--- src/rtl/sipf_pkg.sv ---
// Shared types, constants and the CRC step for the servo instruction packet framer.
// No dependencies; used by every module under rtl.
`default_nettype none

package sipf_pkg;

  // Command kinds as carried on the input tuser
  typedef enum logic [2:0] {
    KindPing     = 3'd0,
    KindRawWrite = 3'd1,
    KindSetPos   = 3'd2,
    KindSetVel   = 3'd3,
    KindProfile  = 3'd4
  } kind_e;

  // Configuration register indexes
  typedef enum logic [2:0] {
    CfgServoId   = 3'd0,
    CfgMinPos    = 3'd1,
    CfgMaxPos    = 3'd2,
    CfgSpeedLim  = 3'd3,
    CfgPosAddr   = 3'd4,
    CfgVelAddr   = 3'd5
  } cfg_idx_e;

  localparam int unsigned QueueDepthDefault = 2;

  localparam logic [7:0]  HdrA       = 8'hFF;
  localparam logic [7:0]  HdrB       = 8'hFD;
  localparam logic [7:0]  HdrRsvd    = 8'h00;
  localparam logic [7:0]  InstrPing  = 8'h01;
  localparam logic [7:0]  InstrWrite = 8'h03;
  localparam logic [7:0]  LenPing    = 8'h03;
  localparam logic [7:0]  LenWrite   = 8'h07;
  localparam logic [15:0] CrcPoly    = 16'h8005;
  localparam logic [15:0] ProfileMax = 16'd32767;

  // Index of the final (CRC high) byte for each packet form
  localparam logic [3:0]  LastIdxPing  = 4'd9;
  localparam logic [3:0]  LastIdxWrite = 4'd13;

  // Live configuration bundle
  typedef struct packed {
    logic [7:0]  servo_id;
    logic [11:0] min_position;
    logic [11:0] max_position;
    logic [15:0] speed_limit;
    logic [15:0] position_reg_address;
    logic [15:0] velocity_reg_address;
  } cfg_t;

  // Classified command handed from front to back
  typedef struct packed {
    logic        is_ping;
    logic [15:0] addr;
    logic [15:0] value;
  } cmd_t;

  // One byte through the CRC-16 (poly 0x8005, MSB first)
  function automatic logic [15:0] crc_feed(logic [15:0] crc, logic [7:0] data);
    logic [15:0] c;
    c = crc ^ {data, 8'h00};
    for (int k = 0; k < 8; k++) begin
      c = c[15] ? ({c[14:0], 1'b0} ^ CrcPoly) : {c[14:0], 1'b0};
    end
    return c;
  endfunction

endpackage

`default_nettype wire

--- src/rtl/sipf_front.sv ---
// Front end: takes command beats, drops unused kinds, clamps values, picks addresses.
// Depends on sipf_pkg; feeds sipf_queue.
`default_nettype none

module sipf_front (
  input  wire sipf_pkg::cfg_t  cfg_i,
  input  wire logic            s_valid_i,
  output logic                 s_ready_o,
  input  wire logic [2:0]      s_kind_i,
  input  wire logic [15:0]     s_addr_i,
  input  wire logic [15:0]     s_value_i,
  output logic                 push_valid_o,
  input  wire logic            push_ready_i,
  output sipf_pkg::cmd_t       push_cmd_o
);

  sipf_pkg::kind_e kind;
  logic [15:0]     max_ext;
  logic [15:0]     min_ext;
  logic [15:0]     pos_hi;
  logic            known;

  assign kind    = sipf_pkg::kind_e'(s_kind_i);
  assign max_ext = {4'b0000, cfg_i.max_position};
  assign min_ext = {4'b0000, cfg_i.min_position};
  assign pos_hi  = (s_value_i > max_ext) ? max_ext : s_value_i;

  // Classify the command and clamp its value
  always_comb begin
    known              = 1'b1;
    push_cmd_o.is_ping = 1'b0;
    push_cmd_o.addr    = s_addr_i;
    push_cmd_o.value   = s_value_i;
    unique case (kind)
      sipf_pkg::KindPing: begin
        push_cmd_o.is_ping = 1'b1;
      end
      sipf_pkg::KindRawWrite: begin
      end
      sipf_pkg::KindSetPos: begin
        push_cmd_o.addr  = cfg_i.position_reg_address;
        push_cmd_o.value = (pos_hi < min_ext) ? min_ext : pos_hi;
      end
      sipf_pkg::KindSetVel: begin
        push_cmd_o.addr  = cfg_i.velocity_reg_address;
        push_cmd_o.value = (s_value_i > cfg_i.speed_limit) ? cfg_i.speed_limit : s_value_i;
      end
      sipf_pkg::KindProfile: begin
        push_cmd_o.value = (s_value_i > sipf_pkg::ProfileMax) ? sipf_pkg::ProfileMax
                                                               : s_value_i;
      end
      default: begin
        known = 1'b0;
      end
    endcase
  end

  // Unused kinds are accepted and dropped; hold the input only while the queue is full
  assign s_ready_o    = push_ready_i;
  assign push_valid_o = s_valid_i && known;

endmodule

`default_nettype wire

--- src/rtl/sipf_queue.sv ---
// Short command queue between the front end and the packet serialiser.
// Depends on sipf_pkg for the command record.
`default_nettype none

module sipf_queue #(
  parameter int unsigned Depth = sipf_pkg::QueueDepthDefault
) (
  input  wire logic            clk_i,
  input  wire logic            rst_ni,
  input  wire logic            push_valid_i,
  output logic                 push_ready_o,
  input  wire sipf_pkg::cmd_t  push_cmd_i,
  output logic                 pop_valid_o,
  input  wire logic            pop_ready_i,
  output sipf_pkg::cmd_t       pop_cmd_o,
  output logic [$clog2(Depth+1)-1:0] count_o
);

  localparam int unsigned PtrW = $clog2(Depth);
  localparam int unsigned CntW = $clog2(Depth + 1);
  localparam logic [PtrW-1:0] PtrLast = PtrW'(Depth - 1);
  localparam logic [CntW-1:0] CntFull = CntW'(Depth);

  sipf_pkg::cmd_t  mem_q [Depth];
  logic [PtrW-1:0] wr_ptr_q, wr_ptr_d;
  logic [PtrW-1:0] rd_ptr_q, rd_ptr_d;
  logic [CntW-1:0] cnt_q, cnt_d;
  logic            push, pop;

  assign push_ready_o = (cnt_q != CntFull);
  assign pop_valid_o  = (cnt_q != '0);
  assign push         = push_valid_i && push_ready_o;
  assign pop          = pop_valid_o && pop_ready_i;
  assign pop_cmd_o    = mem_q[rd_ptr_q];
  assign count_o      = cnt_q;

  // Advance pointers and occupancy
  always_comb begin
    wr_ptr_d = wr_ptr_q;
    rd_ptr_d = rd_ptr_q;
    cnt_d    = cnt_q;
    if (push) begin
      wr_ptr_d = (wr_ptr_q == PtrLast) ? '0 : wr_ptr_q + 1'b1;
    end
    if (pop) begin
      rd_ptr_d = (rd_ptr_q == PtrLast) ? '0 : rd_ptr_q + 1'b1;
    end
    if (push && !pop) begin
      cnt_d = cnt_q + 1'b1;
    end else if (pop && !push) begin
      cnt_d = cnt_q - 1'b1;
    end
  end

  always_ff @(posedge clk_i or negedge rst_ni) begin
    if (!rst_ni) begin
      wr_ptr_q <= '0;
      rd_ptr_q <= '0;
      cnt_q    <= '0;
    end else begin
      wr_ptr_q <= wr_ptr_d;
      rd_ptr_q <= rd_ptr_d;
      cnt_q    <= cnt_d;
    end
  end

  // Store entries
  always_ff @(posedge clk_i) begin
    if (push) begin
      mem_q[wr_ptr_q] <= push_cmd_i;
    end
  end

endmodule

`default_nettype wire

--- src/rtl/sipf_back.sv ---
// Back end: serialises one queued command into packet bytes with a running CRC-16.
// Depends on sipf_pkg; pops from sipf_queue and drives the output register.
`default_nettype none

module sipf_back (
  input  wire logic            clk_i,
  input  wire logic            rst_ni,
  input  wire sipf_pkg::cfg_t  cfg_i,
  input  wire logic            pop_valid_i,
  output logic                 pop_ready_o,
  input  wire sipf_pkg::cmd_t  pop_cmd_i,
  output logic                 m_valid_o,
  input  wire logic            m_ready_i,
  output logic [7:0]           m_byte_o,
  output logic                 m_last_o
);

  sipf_pkg::cmd_t cmd_q;
  logic           busy_q;
  logic [3:0]     idx_q;
  logic [15:0]    crc_q;
  logic           out_valid_q;
  logic [7:0]     out_byte_q;
  logic           out_last_q;

  logic [3:0]     last_idx;
  logic           is_last, is_crc_lo, emit, load;
  logic [7:0]     cur_byte;

  assign last_idx  = cmd_q.is_ping ? sipf_pkg::LastIdxPing : sipf_pkg::LastIdxWrite;
  assign is_last   = (idx_q == last_idx);
  assign is_crc_lo = (idx_q == last_idx - 4'd1);
  assign emit      = busy_q && (!out_valid_q || m_ready_i);
  assign load      = pop_valid_i && (!busy_q || (emit && is_last));
  assign pop_ready_o = load;

  // Select the byte at the current position
  always_comb begin
    cur_byte = 8'h00;
    if (is_last) begin
      cur_byte = crc_q[15:8];
    end else if (is_crc_lo) begin
      cur_byte = crc_q[7:0];
    end else begin
      case (idx_q)
        4'd0, 4'd1: cur_byte = sipf_pkg::HdrA;
        4'd2:       cur_byte = sipf_pkg::HdrB;
        4'd3:       cur_byte = sipf_pkg::HdrRsvd;
        4'd4:       cur_byte = cfg_i.servo_id;
        4'd5:       cur_byte = cmd_q.is_ping ? sipf_pkg::LenPing : sipf_pkg::LenWrite;
        4'd6:       cur_byte = 8'h00;
        4'd7:       cur_byte = cmd_q.is_ping ? sipf_pkg::InstrPing : sipf_pkg::InstrWrite;
        4'd8:       cur_byte = cmd_q.addr[7:0];
        4'd9:       cur_byte = cmd_q.addr[15:8];
        4'd10:      cur_byte = cmd_q.value[7:0];
        4'd11:      cur_byte = cmd_q.value[15:8];
        default:    cur_byte = 8'h00;
      endcase
    end
  end

  // Sequence through the packet; a new command loads when idle or on the final byte
  always_ff @(posedge clk_i or negedge rst_ni) begin
    if (!rst_ni) begin
      busy_q <= 1'b0;
      idx_q  <= '0;
      crc_q  <= '0;
    end else begin
      if (emit) begin
        idx_q <= idx_q + 4'd1;
        if (!is_last && !is_crc_lo) begin
          crc_q <= sipf_pkg::crc_feed(crc_q, cur_byte);
        end
        if (is_last) begin
          busy_q <= 1'b0;
        end
      end
      if (load) begin
        busy_q <= 1'b1;
        idx_q  <= '0;
        crc_q  <= '0;
      end
    end
  end

  always_ff @(posedge clk_i) begin
    if (load) begin
      cmd_q <= pop_cmd_i;
    end
  end

  // Output register: hold while stalled, drop valid once taken
  always_ff @(posedge clk_i or negedge rst_ni) begin
    if (!rst_ni) begin
      out_valid_q <= 1'b0;
    end else if (emit) begin
      out_valid_q <= 1'b1;
    end else if (m_ready_i) begin
      out_valid_q <= 1'b0;
    end
  end

  always_ff @(posedge clk_i) begin
    if (emit) begin
      out_byte_q <= cur_byte;
      out_last_q <= is_last;
    end
  end

  assign m_valid_o = out_valid_q;
  assign m_byte_o  = out_byte_q;
  assign m_last_o  = out_last_q;

endmodule

`default_nettype wire

--- src/rtl/servo_instruction_packet_framer.sv ---
// Top level of the servo instruction packet framer: config registers, front, queue, back.
// Depends on sipf_pkg, sipf_front, sipf_queue and sipf_back.
//
//   Channel  Dir  Beat carries
//   s_axis   in   tuser kind, tdata reg_address and write_value
//   m_axis   out  tdata tx_byte, tlast last_byte
//   cfg      in   cfg_addr_i register index, cfg_data_i value
//
// One packet byte leaves per cycle unless the output stalls; a ping is 10 bytes and
// a write 14, CRC-16 included. Commands queue up to QueueDepth deep while a packet
// is sent, and the next packet starts straight after a last byte. Unused kinds are
// accepted while the queue has room and produce nothing. Reset clears the queue, the
// serialiser and loads the register defaults; a stalled output holds the byte.
`default_nettype none

module servo_instruction_packet_framer #(
  parameter int unsigned QueueDepth = sipf_pkg::QueueDepthDefault
) (
  input  wire logic        clk_i,
  input  wire logic        rst_ni,
  input  wire logic        s_axis_tvalid,
  output logic             s_axis_tready,
  input  wire logic [31:0] s_axis_tdata,   // [15:0] reg_address, [31:16] write_value
  input  wire logic [2:0]  s_axis_tuser,   // [2:0] kind
  output logic             m_axis_tvalid,
  input  wire logic        m_axis_tready,
  output logic [7:0]       m_axis_tdata,   // [7:0] tx_byte
  output logic             m_axis_tlast,
  input  wire logic        cfg_valid_i,
  output logic             cfg_ready_o,
  input  wire logic [2:0]  cfg_addr_i,
  input  wire logic [15:0] cfg_data_i
);

  sipf_pkg::cfg_t  cfg_q;
  sipf_pkg::cmd_t  push_cmd, pop_cmd;
  logic            push_valid, push_ready, pop_valid, pop_ready;
  logic [$clog2(QueueDepth+1)-1:0] q_count;
  logic            cfg_wr;

  assign cfg_ready_o = 1'b1;
  assign cfg_wr      = cfg_valid_i && cfg_ready_o;

  // Configuration registers
  always_ff @(posedge clk_i or negedge rst_ni) begin
    if (!rst_ni) begin
      cfg_q.servo_id             <= 8'd1;
      cfg_q.min_position         <= 12'd0;
      cfg_q.max_position         <= 12'd4095;
      cfg_q.speed_limit          <= 16'd1023;
      cfg_q.position_reg_address <= 16'd116;
      cfg_q.velocity_reg_address <= 16'd104;
    end else if (cfg_wr) begin
      unique case (sipf_pkg::cfg_idx_e'(cfg_addr_i))
        sipf_pkg::CfgServoId:  cfg_q.servo_id             <= cfg_data_i[7:0];
        sipf_pkg::CfgMinPos:   cfg_q.min_position         <= cfg_data_i[11:0];
        sipf_pkg::CfgMaxPos:   cfg_q.max_position         <= cfg_data_i[11:0];
        sipf_pkg::CfgSpeedLim: cfg_q.speed_limit          <= cfg_data_i;
        sipf_pkg::CfgPosAddr:  cfg_q.position_reg_address <= cfg_data_i;
        sipf_pkg::CfgVelAddr:  cfg_q.velocity_reg_address <= cfg_data_i;
        default: begin
        end
      endcase
    end
  end

  sipf_front u_front (
    .cfg_i        (cfg_q),
    .s_valid_i    (s_axis_tvalid),
    .s_ready_o    (s_axis_tready),
    .s_kind_i     (s_axis_tuser),
    .s_addr_i     (s_axis_tdata[15:0]),
    .s_value_i    (s_axis_tdata[31:16]),
    .push_valid_o (push_valid),
    .push_ready_i (push_ready),
    .push_cmd_o   (push_cmd)
  );

  sipf_queue #(
    .Depth (QueueDepth)
  ) u_queue (
    .clk_i        (clk_i),
    .rst_ni       (rst_ni),
    .push_valid_i (push_valid),
    .push_ready_o (push_ready),
    .push_cmd_i   (push_cmd),
    .pop_valid_o  (pop_valid),
    .pop_ready_i  (pop_ready),
    .pop_cmd_o    (pop_cmd),
    .count_o      (q_count)
  );

  sipf_back u_back (
    .clk_i       (clk_i),
    .rst_ni      (rst_ni),
    .cfg_i       (cfg_q),
    .pop_valid_i (pop_valid),
    .pop_ready_o (pop_ready),
    .pop_cmd_i   (pop_cmd),
    .m_valid_o   (m_axis_tvalid),
    .m_ready_i   (m_axis_tready),
    .m_byte_o    (m_axis_tdata),
    .m_last_o    (m_axis_tlast)
  );

  // Unused kinds never reach the queue
  a_drop_unused: assert property (@(posedge clk_i) disable iff (!rst_ni)
    (s_axis_tvalid && s_axis_tuser > sipf_pkg::KindProfile) |-> !push_valid)
    else $error("unused kind pushed into queue");

  // Occupancy never exceeds the queue depth
  a_queue_bound: assert property (@(posedge clk_i) disable iff (!rst_ni)
    q_count <= ($clog2(QueueDepth+1))'(QueueDepth))
    else $error("queue occupancy out of range");

  // A queued position lies within the limits when they are ordered
  a_pos_clamp: assert property (@(posedge clk_i) disable iff (!rst_ni)
    (push_valid && s_axis_tuser == sipf_pkg::KindSetPos &&
     cfg_q.min_position <= cfg_q.max_position)
    |-> (push_cmd.value <= {4'b0000, cfg_q.max_position} &&
         push_cmd.value >= {4'b0000, cfg_q.min_position}))
    else $error("position value not clamped");

  // A queued velocity never exceeds the speed limit
  a_vel_clamp: assert property (@(posedge clk_i) disable iff (!rst_ni)
    (push_valid && s_axis_tuser == sipf_pkg::KindSetVel)
    |-> (push_cmd.value <= cfg_q.speed_limit))
    else $error("velocity value not clamped");

endmodule

`default_nettype wire

--- config.mk ---
export PLATFORM = sky130hd
export DESIGN_NAME = servo_instruction_packet_framer
export DESIGN_NICKNAME = d
export VERILOG_FILES = /design/src/rtl/sipf_pkg.sv /design/src/rtl/sipf_front.sv /design/src/rtl/sipf_queue.sv /design/src/rtl/sipf_back.sv /design/src/rtl/servo_instruction_packet_framer.sv
export SDC_FILE = /design/constraint.sdc
export NUM_CORES = 1
export LEC_CHECK = 0
export BUFFER_PORTS_ARGS = -buffer_cell sky130_fd_sc_hd__buf_2
export CORE_MARGIN = 10
export CORE_UTILIZATION = 50
export CTS_CLUSTER_SIZE = 10
export DETAILED_ROUTE_END_ITERATION = 7
export HOLD_SLACK_MARGIN = 0.02
export PLACE_DENSITY_LB_ADDON = 0.3
export SLEW_MARGIN = 10
export SYNTH_ARGS = -nofsm -noshare
export SYNTH_HDL_FRONTEND = slang
export SYNTH_SLANG_ARGS = --single-unit
--- constraint.sdc ---
create_clock -name clk_i -period 5.6 [get_ports clk_i]
set_input_delay 0.84 -clock clk_i [delete_from_list [all_inputs] [get_ports clk_i]]
set_output_delay 0.84 -clock clk_i [all_outputs]
set_load 0.01 [all_outputs]
After elaboration in Yosys (flattened, before gate mapping)

Memories as Yosys holds them, arrays and structs flattened. A register that Yosys moved wholly into a read port is not among the register bits.
Cells that the tools add are included.

Logic and storage cells: 130
Memories kept: 1
Register bits after elaboration: 115
Bits of input ports: 59
Bits in writable memories: 66

Memory list:

| name          | words | width | read ports | clocked after memory_dff | wr ports | line             | RTL |
|---|---|---|---|---|---|---|---|
| u_queue.mem_q | 2     | 33    | 1          | 1                        | 1        | sipf_queue.sv:24 | `sipf_pkg::cmd_t mem_q [Depth];` |

Bitwise operators: 9
Add/sub/neg operators: 6
Order comparisons: 4
Equality and inequality tests: 21
Muxes and demuxes: 38
Reductions and logical operators: 36

Operators with widths:

| cell                 | count |
|---|---|
| $mux 16              | 15 |
| $pmux 8 s9           | 1 |
| $pmux 16 s3          | 1 |
| $pmux 16 s2          | 1 |
| $not 3->3            | 8 |
| $eq 4x4->1 const B   | 4 |
| $gt 16x12->1         | 1 |
| $gt 16x15->1 const B | 1 |
| $gt 16x16->1         | 1 |
| $lt 16x12->1         | 1 |
| $mux 8               | 2 |
| $reduce_and 2->1     | 8 |
| $xor 16x16->16       | 1 |
| $eq 3x2->1 const B   | 4 |
| $eq 4x3->1 const B   | 3 |
| $reduce_bool 2->1    | 6 |
| $mux 1               | 11 |
| $eq 3x3->1 const B   | 3 |
| $logic_and 1x1->1    | 9 |
| $eq 4x4->1           | 2 |
| $mux 4               | 2 |
| $eq 3x1->1 const B   | 2 |
| $logic_not 1->1      | 6 |
| $logic_not 3->1      | 2 |
| other kinds (14)     | 19 |

Logic depth before layout (Yosys ltp)

Gate-level depths: netlist of run 1.

Word-level depth: 25
Depth in mapped cells: 22
Mapped depth without buffers: 20

Cells and area by module

A second synthesis of run 1 with hierarchy kept.

Cell total of the unflattened synthesis: 885
Area, all modules: 11,167.0 µm²

Modules (own cells, without submodules):

| module                          | area an instance (µm²) | cells an instance | instances |
|---|---|---|---|
| sipf_back                       | 3,308.2                | 286               | 1 |
| servo_instruction_packet_framer | 3,110.5                | 175               | 1 |
| sipf_queue                      | 2,727.6                | 121               | 1 |
| sipf_front                      | 2,020.7                | 303               | 1 |

Worst setup path after synthesis of run 1

Ideal clock, no wire load.

Path type: in2reg
Start: input s_axis_tdata[17]
End: memory u_queue.mem_q[0][11] (netlist name) (data pin)
Path buffers: 2
Path slack: 651 ps
Setup time: 169 ps
Data required time: 5,431 ps
Arrival: 4,780 ps
Stages on the path: 21
Cells stage by stage: ha_1 nor2b_1 o21a_1 o21a_1 o21a_1 o21a_1 o21ai_0 a21oi_1 clkbuf_1 mux2_2 ha_1 a21o_1 a21o_1 a21oi_1 o21ai_0 a211oi_1 nand3_1 a211oi_1 o21ai_0 clkbuf_1 o211ai_1

RTL lines:

| what            | line                                  | RTL |
|---|---|---|
| start, declared | servo_instruction_packet_framer.sv:23 | `input wire logic [31:0] s_axis_tdata,` |
| end, declared   | sipf_queue.sv:24                      |  |

==> results of run 1 <==
-- worst max-delay path by stage --
stage                                     start                             end
after floorplan                s_axis_tdata[17]  u_queue.mem_q[0][11]$_DFFE_PP_
after CTS                 cfg_q[49]$_DFFE_PN1P_  u_queue.mem_q[1][11]$_DFFE_PP_
after global placement         s_axis_tdata[17]   u_queue.mem_q[0][9]$_DFFE_PP_
final                     cfg_q[49]$_DFFE_PN1P_   u_queue.mem_q[0][7]$_DFFE_PP_
after global routing      cfg_q[49]$_DFFE_PN1P_  u_queue.mem_q[0][11]$_DFFE_PP_
after detailed placement       s_axis_tdata[17]  u_queue.mem_q[0][11]$_DFFE_PP_
-- layout make-up --
class	instances	area, um2
Inverter	49	184
Sequential cell	214	5930
Clock buffer	46	767
Timing Repair Buffer	78	415
Fill cell	1712	8940
Tap cell	275	344
Clock inverter	2	23.8
Multi-Input combinational cell	593	4540
Antenna cell	1	2.50
-- cell usage after synthesis, types with 3 or more instances --
cell / n
nand3_1: 14
buf_2: 3
o21ai_0: 72
o211ai_1: 21
inv_1: 48
nand4_1: 7
xor2_1: 7
xnor2_1: 17
buf_6: 5
clkbuf_1: 34
o22ai_1: 7
nor2_1: 34
o21a_1: 11
a21oi_1: 16
a211oi_1: 7
a21o_1: 8
edfxtp_1: 108
a22oi_1: 4
nor2b_1: 13
a22o_1: 8
nand2_1: 87
and3_1: 5
buf_4: 3
ha_1: 44
mux2i_1: 19
dfrtp_1: 76
nand2b_1: 10
buf_1: 3
a222oi_1: 4
a31oi_1: 3
a32oi_1: 3
a221oi_1: 13
mux2_2: 101
and2_1: 4
nor3_1: 6
dfstp_2: 30
-- power groups by stage --
stage                     registers (mW)  clock network [mW]  logic, mW
final                               2.39                1.54       2.44
after global routing                2.44                1.64       2.70
after CTS                           2.39                1.56       2.44
after detailed placement            2.42                   0       2.42
after global placement              2.41                   0       2.39
after floorplan                     2.30                   0       2.00
-- registers in the layout, indices dropped and copies added, names as in the netlist --
name and flops:
u_back.m_last_o 1, u_queue.rd_ptr_q 1, u_back.crc_q 16, u_back.busy_q 1, cfg_q 80, u_back.m_byte_o 8, u_queue.wr_ptr_q 1, u_back.idx_q 4
u_back.m_valid_o 1, u_queue.count_o 2, u_queue.mem_q 66, u_back.cmd_q 33
-- cell families (layout without fill, tap and decap cells) --
kind of cell             after synthesis  after routing  share of synthesized area, %
AND/OR/NAND/NOR                      202            202                          9.17
AO/OA/AOI/OAI                        198            198                          12.2
other                                  1              2                        0.0346
multiplexers                         121            121                          12.4
buffers and inverters                 97            175                          3.84
adder cells (fa/ha/maj)               44             44                          5.08
flip-flops                           214            214                          54.7
XOR/XNOR                              27             27                          2.57
-- metrics by stage --
stage                     hold slack, ns  util (%)
after detailed placement           0.489      54.0
final                              0.441      57.7
after global routing               0.513      57.7
after floorplan                    0.442         -
after global placement             0.459      54.0
after CTS                          0.464      57.7
-- per-layer routing --
layer	vias up	share of wire, %	GRT usage [%]
li1	3457	-	-
met1	3539	46	24.8
met2	236	45	26.9
met3	47	6.3	3.58
met4	0	3.1	6.28
met5	-	0	0
==> results.sh, run 1 <==
export IMPL_slowest_stage="dfstp_2"
export IMPL_final_common_cell="edfxtp_1"
export IMPL_max_cap_violations=0
export IMPL_combPwrFrac_pct=38.4
export IMPL_rr_endpoint="u_queue.mem_q[0][7]$_DFFE_PP_"
export IMPL_dp_cells=1209
export IMPL_cpLargestDelayFamily="compound AO/OA/AOI/OAI gates"
export IMPL_grt_pass1_vias=7343
export IMPL_fin_area_um2=12200
export IMPL_r2r_start="cfg_q[49]$_DFFE_PN1P_"
export IMPL_fin_crit_sh_pct=90.0
export IMPL_cts_resized_gates=0
export IMPL_start_kind="flip-flop"
export IMPL_clkTransAtPathRegs_ns=0.06
export IMPL_switchingPower_mw=2.20
export IMPL_p_seq_share_pct=37.5
export IMPL_p_clk_share_pct=24.1
export IMPL_outcome="completed"
export IMPL_timing_setup_tns_ns=0
export IMPL_synthTopCellsByArea="edfxtp_1 (30%), dfrtp_1 (18%), mux2_2 (10%)"
export IMPL_async_reset_ff_share_pct=49.5
export IMPL_post_place_ws_ns=-0.0304
export IMPL_cts_max_level=1
export IMPL_arrival_ns=5.35
export IMPL_netlist_area_um2=10800
export IMPL_synth_seq_cells=214
export IMPL_dr_first_iter_drc_count=564
export IMPL_yosysWarnings=0
export IMPL_p_int_mw=4.17
export IMPL_placed_cell_area_um2=11400
export IMPL_crit_chain="inv_1 -> ha_1 -> nor2b_1 -> o21a_1 -> o21a_1 -> o21a_1 -> o21a_1 -> o21ai_0 -> a21oi_1 -> buf_4 -> mux2_2 -> ha_1 -> a21oi_1 -> nor2b_1 -> o21ai_0 -> o21ai_0 -> a211oi_1 -> nand3_1 -> a211oi_1 -> o21ai_1 -> o211ai_1"
export IMPL_synth_edff_count=108
export IMPL_cp_max_fo=11
export IMPL_wl_um=25400
export IMPL_p_leak_nw=4.94
export IMPL_vias_per_cell=5.79
export IMPL_cts_tree="done"
export IMPL_fp_row_count=53
export IMPL_drive_gt1_share_pct=26.6
export IMPL_slew_viol_final=0
export IMPL_grt_pass1_wl_um=40900
export IMPL_antenna_left=0
export IMPL_overflow=0
export IMPL_synth_top_area_share_pct=29.9
export IMPL_postSynthCellCount=904
export IMPL_io_pins=71
export IMPL_clock_sinks=214
export IMPL_hold_path_class="in -> async"
export IMPL_cts_buffer_depth=3
export IMPL_gp_congestion=0.919
export IMPL_rsz0062_at_grt="no"
export IMPL_grt_max_degree=67
export IMPL_syn_to_final_growth_pct=12.6
export IMPL_gr_usage_all_layers_pct=17.8
export IMPL_routedWlPerCell_um=20.2
export IMPL_period_needed_ns=5.04
export IMPL_clockRootBuffer="clkbuf_16"
export IMPL_cp_end_kind="flip-flop"
export IMPL_fmax_mhz=199
export IMPL_crit_type="reg -> reg"
export IMPL_layoutNonFillerInstCount=1258
export IMPL_yosysSeqAreaShare_pct=54.7
export IMPL_finalSetupViolCount=0
export IMPL_clk_latency_ns=0.53
export IMPL_ir_worst_vdd_uv=243
export IMPL_dr_total_vias=7279
export IMPL_final_cell_mix="edfxtp_1 (108), mux2_2 (101), nand2_1 (87)"
export IMPL_drc=0
export IMPL_crit_cells=21
export IMPL_initial_utilization_pct=51.3
export IMPL_antenna_found_initial=1
export IMPL_cts_made_buffers=26
export IMPL_relSlewSlack_pct=20.6
export IMPL_hold_violations=0
export IMPL_synth_nets=1007
export IMPL_power_density_nw_per_um2=522
export IMPL_nNetsFinal=1065
export IMPL_ys_types=75
export IMPL_ys_flop_type="edfxtp_1"
export IMPL_cp_slowest_stage_delay_ns=0.53
export IMPL_required_ns=5.91
export IMPL_swShare_pct=34.5
export IMPL_hpwl_um=18000
export IMPL_die_w_um=167
export IMPL_io_buffers=69
export IMPL_fin_worst_skew_ns=0.0219
export IMPL_reg2reg_slack_ns=0.56
export IMPL_die_h_um=167
export IMPL_tightest_slew_ns=1.19
export IMPL_core_um2=21200
export IMPL_yosysTopAreaCell="edfxtp_1"
export IMPL_worst_slack_ns=0.562
export IMPL_path_buf_inv=2
export IMPL_die_area_um2=28000
export IMPL_dr_pass1_iters=5
export IMPL_reg2reg_depth=21
export IMPL_worst_path_most_repeated_cell="o21a_1"
export IMPL_cts_hold_buf=0
export IMPL_syn_avg_cell_area_um2=12.0
export IMPL_post_cts_buffers=0
export IMPL_p_total_mw=6.37
Power figures use the tool's default switching activity.
==> run 2: changes to the inputs <==
clock period = 4.7 ns   (was 5.6 ns; I/O delays follow)
==> results.sh, run 2 (synthesis results as in run 1) <==
export IMPL_outcome="completed"
export IMPL_drc=0
export IMPL_slowest_stage="dfstp_2"
export IMPL_fin_crit_sh_pct=96.1
export IMPL_post_cts_buffers=0
export IMPL_final_cell_mix="edfxtp_1 (108), mux2_2 (101), nand2_1 (87)"
export IMPL_clockRootBuffer="clkbuf_16"
export IMPL_start_kind="flip-flop"
export IMPL_cpLargestDelayFamily="compound AO/OA/AOI/OAI gates"
export IMPL_overflow=0
export IMPL_clock_sinks=214
export IMPL_grt_pass1_wl_um=40800
export IMPL_dr_first_iter_drc_count=581
export IMPL_crit_type="reg -> reg"
export IMPL_drive_gt1_share_pct=28.9
export IMPL_met3_length_um=1480
export IMPL_slew_viol_final=0
export IMPL_path_buf_inv=4
export IMPL_largest_register="cfg_q"
export IMPL_highest_layer="met4"
export IMPL_tightest_slew_ns=1.19
export IMPL_fp_row_count=53
export IMPL_clk_latency_ns=0.53
export IMPL_largest_register_ffs=80
export IMPL_fin_worst_skew_ns=0.0120
export IMPL_post_place_ws_ns=-0.591
export IMPL_dr_total_vias=7400
export IMPL_ir_worst_vdd_uv=397
export IMPL_crit_chain="inv_1 -> ha_1 -> nor2b_1 -> o21a_1 -> o21a_1 -> o21a_1 -> o21a_1 -> o21ai_2 -> a21oi_2 -> buf_4 -> mux2_2 -> ha_1 -> a21o_1 -> a21o_1 -> a21oi_1 -> o21ai_1 -> a211oi_2 -> buf_4 -> nand3_2 -> a211oi_4 -> o21ai_2 -> buf_4 -> o211ai_1"
export IMPL_syn_to_final_growth_pct=14.4
export IMPL_cp_slowest_stage_delay_ns=0.54
export IMPL_die_h_um=167
export IMPL_cts_max_level=1
export IMPL_routedWlPerCell_um=20.2
export IMPL_hold_path_class="in -> async"
export IMPL_relSlewSlack_pct=20.4
export IMPL_gp_congestion=0.870
export IMPL_cts_buffer_depth=3
export IMPL_die_area_um2=28000
export IMPL_cp_max_fo=8
export IMPL_io_buffers=69
export IMPL_fmax_mhz=221
export IMPL_clkTransAtPathRegs_ns=0.06
export IMPL_finalSetupViolCount=0
export IMPL_grt_pass1_vias=7370
export IMPL_cp_end_kind="flip-flop"
export IMPL_gr_usage_all_layers_pct=17.9
export IMPL_wl_met2_um=12100
export IMPL_n_antenna_cell=0
export IMPL_hold_violations=0
export IMPL_arrival_ns=4.85
export IMPL_core_um2=21200
export IMPL_vias_per_cell=5.77
export IMPL_required_ns=5.03
export IMPL_p_total_mw=7.60
export IMPL_hpwl_um=18400
export IMPL_dr_pass1_iters=5
export IMPL_p_leak_nw=5.05
export IMPL_cts_made_buffers=25
export IMPL_initial_utilization_pct=51.3
export IMPL_period_needed_ns=4.51
export IMPL_antenna_left=0
export IMPL_hold_ws_ns=0.310
export IMPL_antenna_found_initial=0
export IMPL_worst_slack_ns=0.185
export IMPL_wl_um=25900
export IMPL_power_density_nw_per_um2=612
export IMPL_nNetsFinal=1091
export IMPL_cts_tree="done"
export IMPL_max_cap_violations=0
export IMPL_reg_largest_list="cfg_q: 80 flops, u_queue.mem_q: 66 flops, u_back.cmd_q: 33 flops"
export IMPL_wl_met1_um=11900
export IMPL_grt_max_degree=70
export IMPL_final_common_cell="edfxtp_1"
export IMPL_worst_path_most_repeated_cell="o21a_1"
export IMPL_io_pins=71
export IMPL_die_w_um=167
-- run 2: cell types whose count changed in the layout (fill, tap and decap cells not counted), sizes merged --
cell      delta
buf         +27
clkbuf       -1
clkinv       -1
clkinvlp     -1
diode        -1
inv          +1
-- run 2: power breakdown --
group / internal [mW] / switching, mW / leakage (nW)
Combinational: 1.40 / 1.61 / 2.48
Sequential: 2.52 / 0.299 / 2.22
Clock: 1.03 / 0.727 / 0.354
-- run 2: what timing repair did --
item / 4_1_cts / 5_1_grt
endpoints found under the hold margin: 0 / 0
hold buffers: 0 / 0
endpoints found under the setup margin: 24 / 24
gates resized for setup: 1 / 12
pin swaps: 0 / 5
cloned: 0 / 1
-- run 2: worst reg2reg max path, stage by stage, from the launching register on --
cell and delay, ns:
dfstp_2 0.54, inv_1 0.05, ha_1 0.28, nor2b_1 0.14, o21a_1 0.17, o21a_1 0.17, o21a_1 0.16, o21a_1 0.18
o21ai_2 0.16, a21oi_2 0.09, buf_4 0.18, mux2_2 0.30, ha_1 0.18, a21o_1 0.15, a21o_1 0.16, a21oi_1 0.14
o21ai_1 0.09, a211oi_2 0.17, buf_4 0.15, nand3_2 0.10, a211oi_4 0.27, o21ai_2 0.10, buf_4 0.16, o211ai_1 0.23
-- run 2: worst paths after layout --
| path | startpoint | endpoint | slack (ns) | cells after the start |
|---|---|---|---|---|
| max | cfg_q[49]$_DFFE_PN1P_ | u_queue.mem_q[1][4]$_DFFE_PP_ | 0.19 | 23 |
| min | rst_ni | cfg_q[71]$_DFFE_PN0P_ | 0.31 | 1 |
| max reg2reg | cfg_q[49]$_DFFE_PN1P_ | u_queue.mem_q[1][4]$_DFFE_PP_ | 0.19 | 23 |
| min reg2reg | u_back.busy_q$_DFFE_PN0P_ | u_back.m_valid_o$_DFFE_PN0P_ | 0.48 | 1 |
| max in group asynchronous | rst_ni | cfg_q[33]$_DFFE_PN1P_ | 3.27 | 2 |
| min in group clk_i | cfg_data_i[13] | cfg_q[13]$_DFFE_PN0P_ | 0.48 | 2 |
-- run 2: final cells by class --
cell class,instances,area [um2]
timing repair buffer,105,616
tap,275,344
sequential,214,5930
fill,1709,8750
clock buffer,45,721
clock inverter,1,20.0
inverter,49,184
multi-input combinational,593,4580
-- run 2: per-stage QoR --
step                std cells  TNS, ns  utilization [%]  cell area (um2)
finish                   1282        0             58.6            12400
global route             1282   -0.530             58.6            12400
CTS                      1281        0             58.5            12400
detailed placement       1235   -12.69             54.9            11600
global placement         1235   -11.12             54.9            11600
floorplan                 904        0                -            10900
-- run 2: routing by layer --
metal	track usage, %	up-vias
met1	25.0	3670
met2	28.2	207
met4	4.20	0
li1	-	3493
met5	0	-
met3	3.30	30
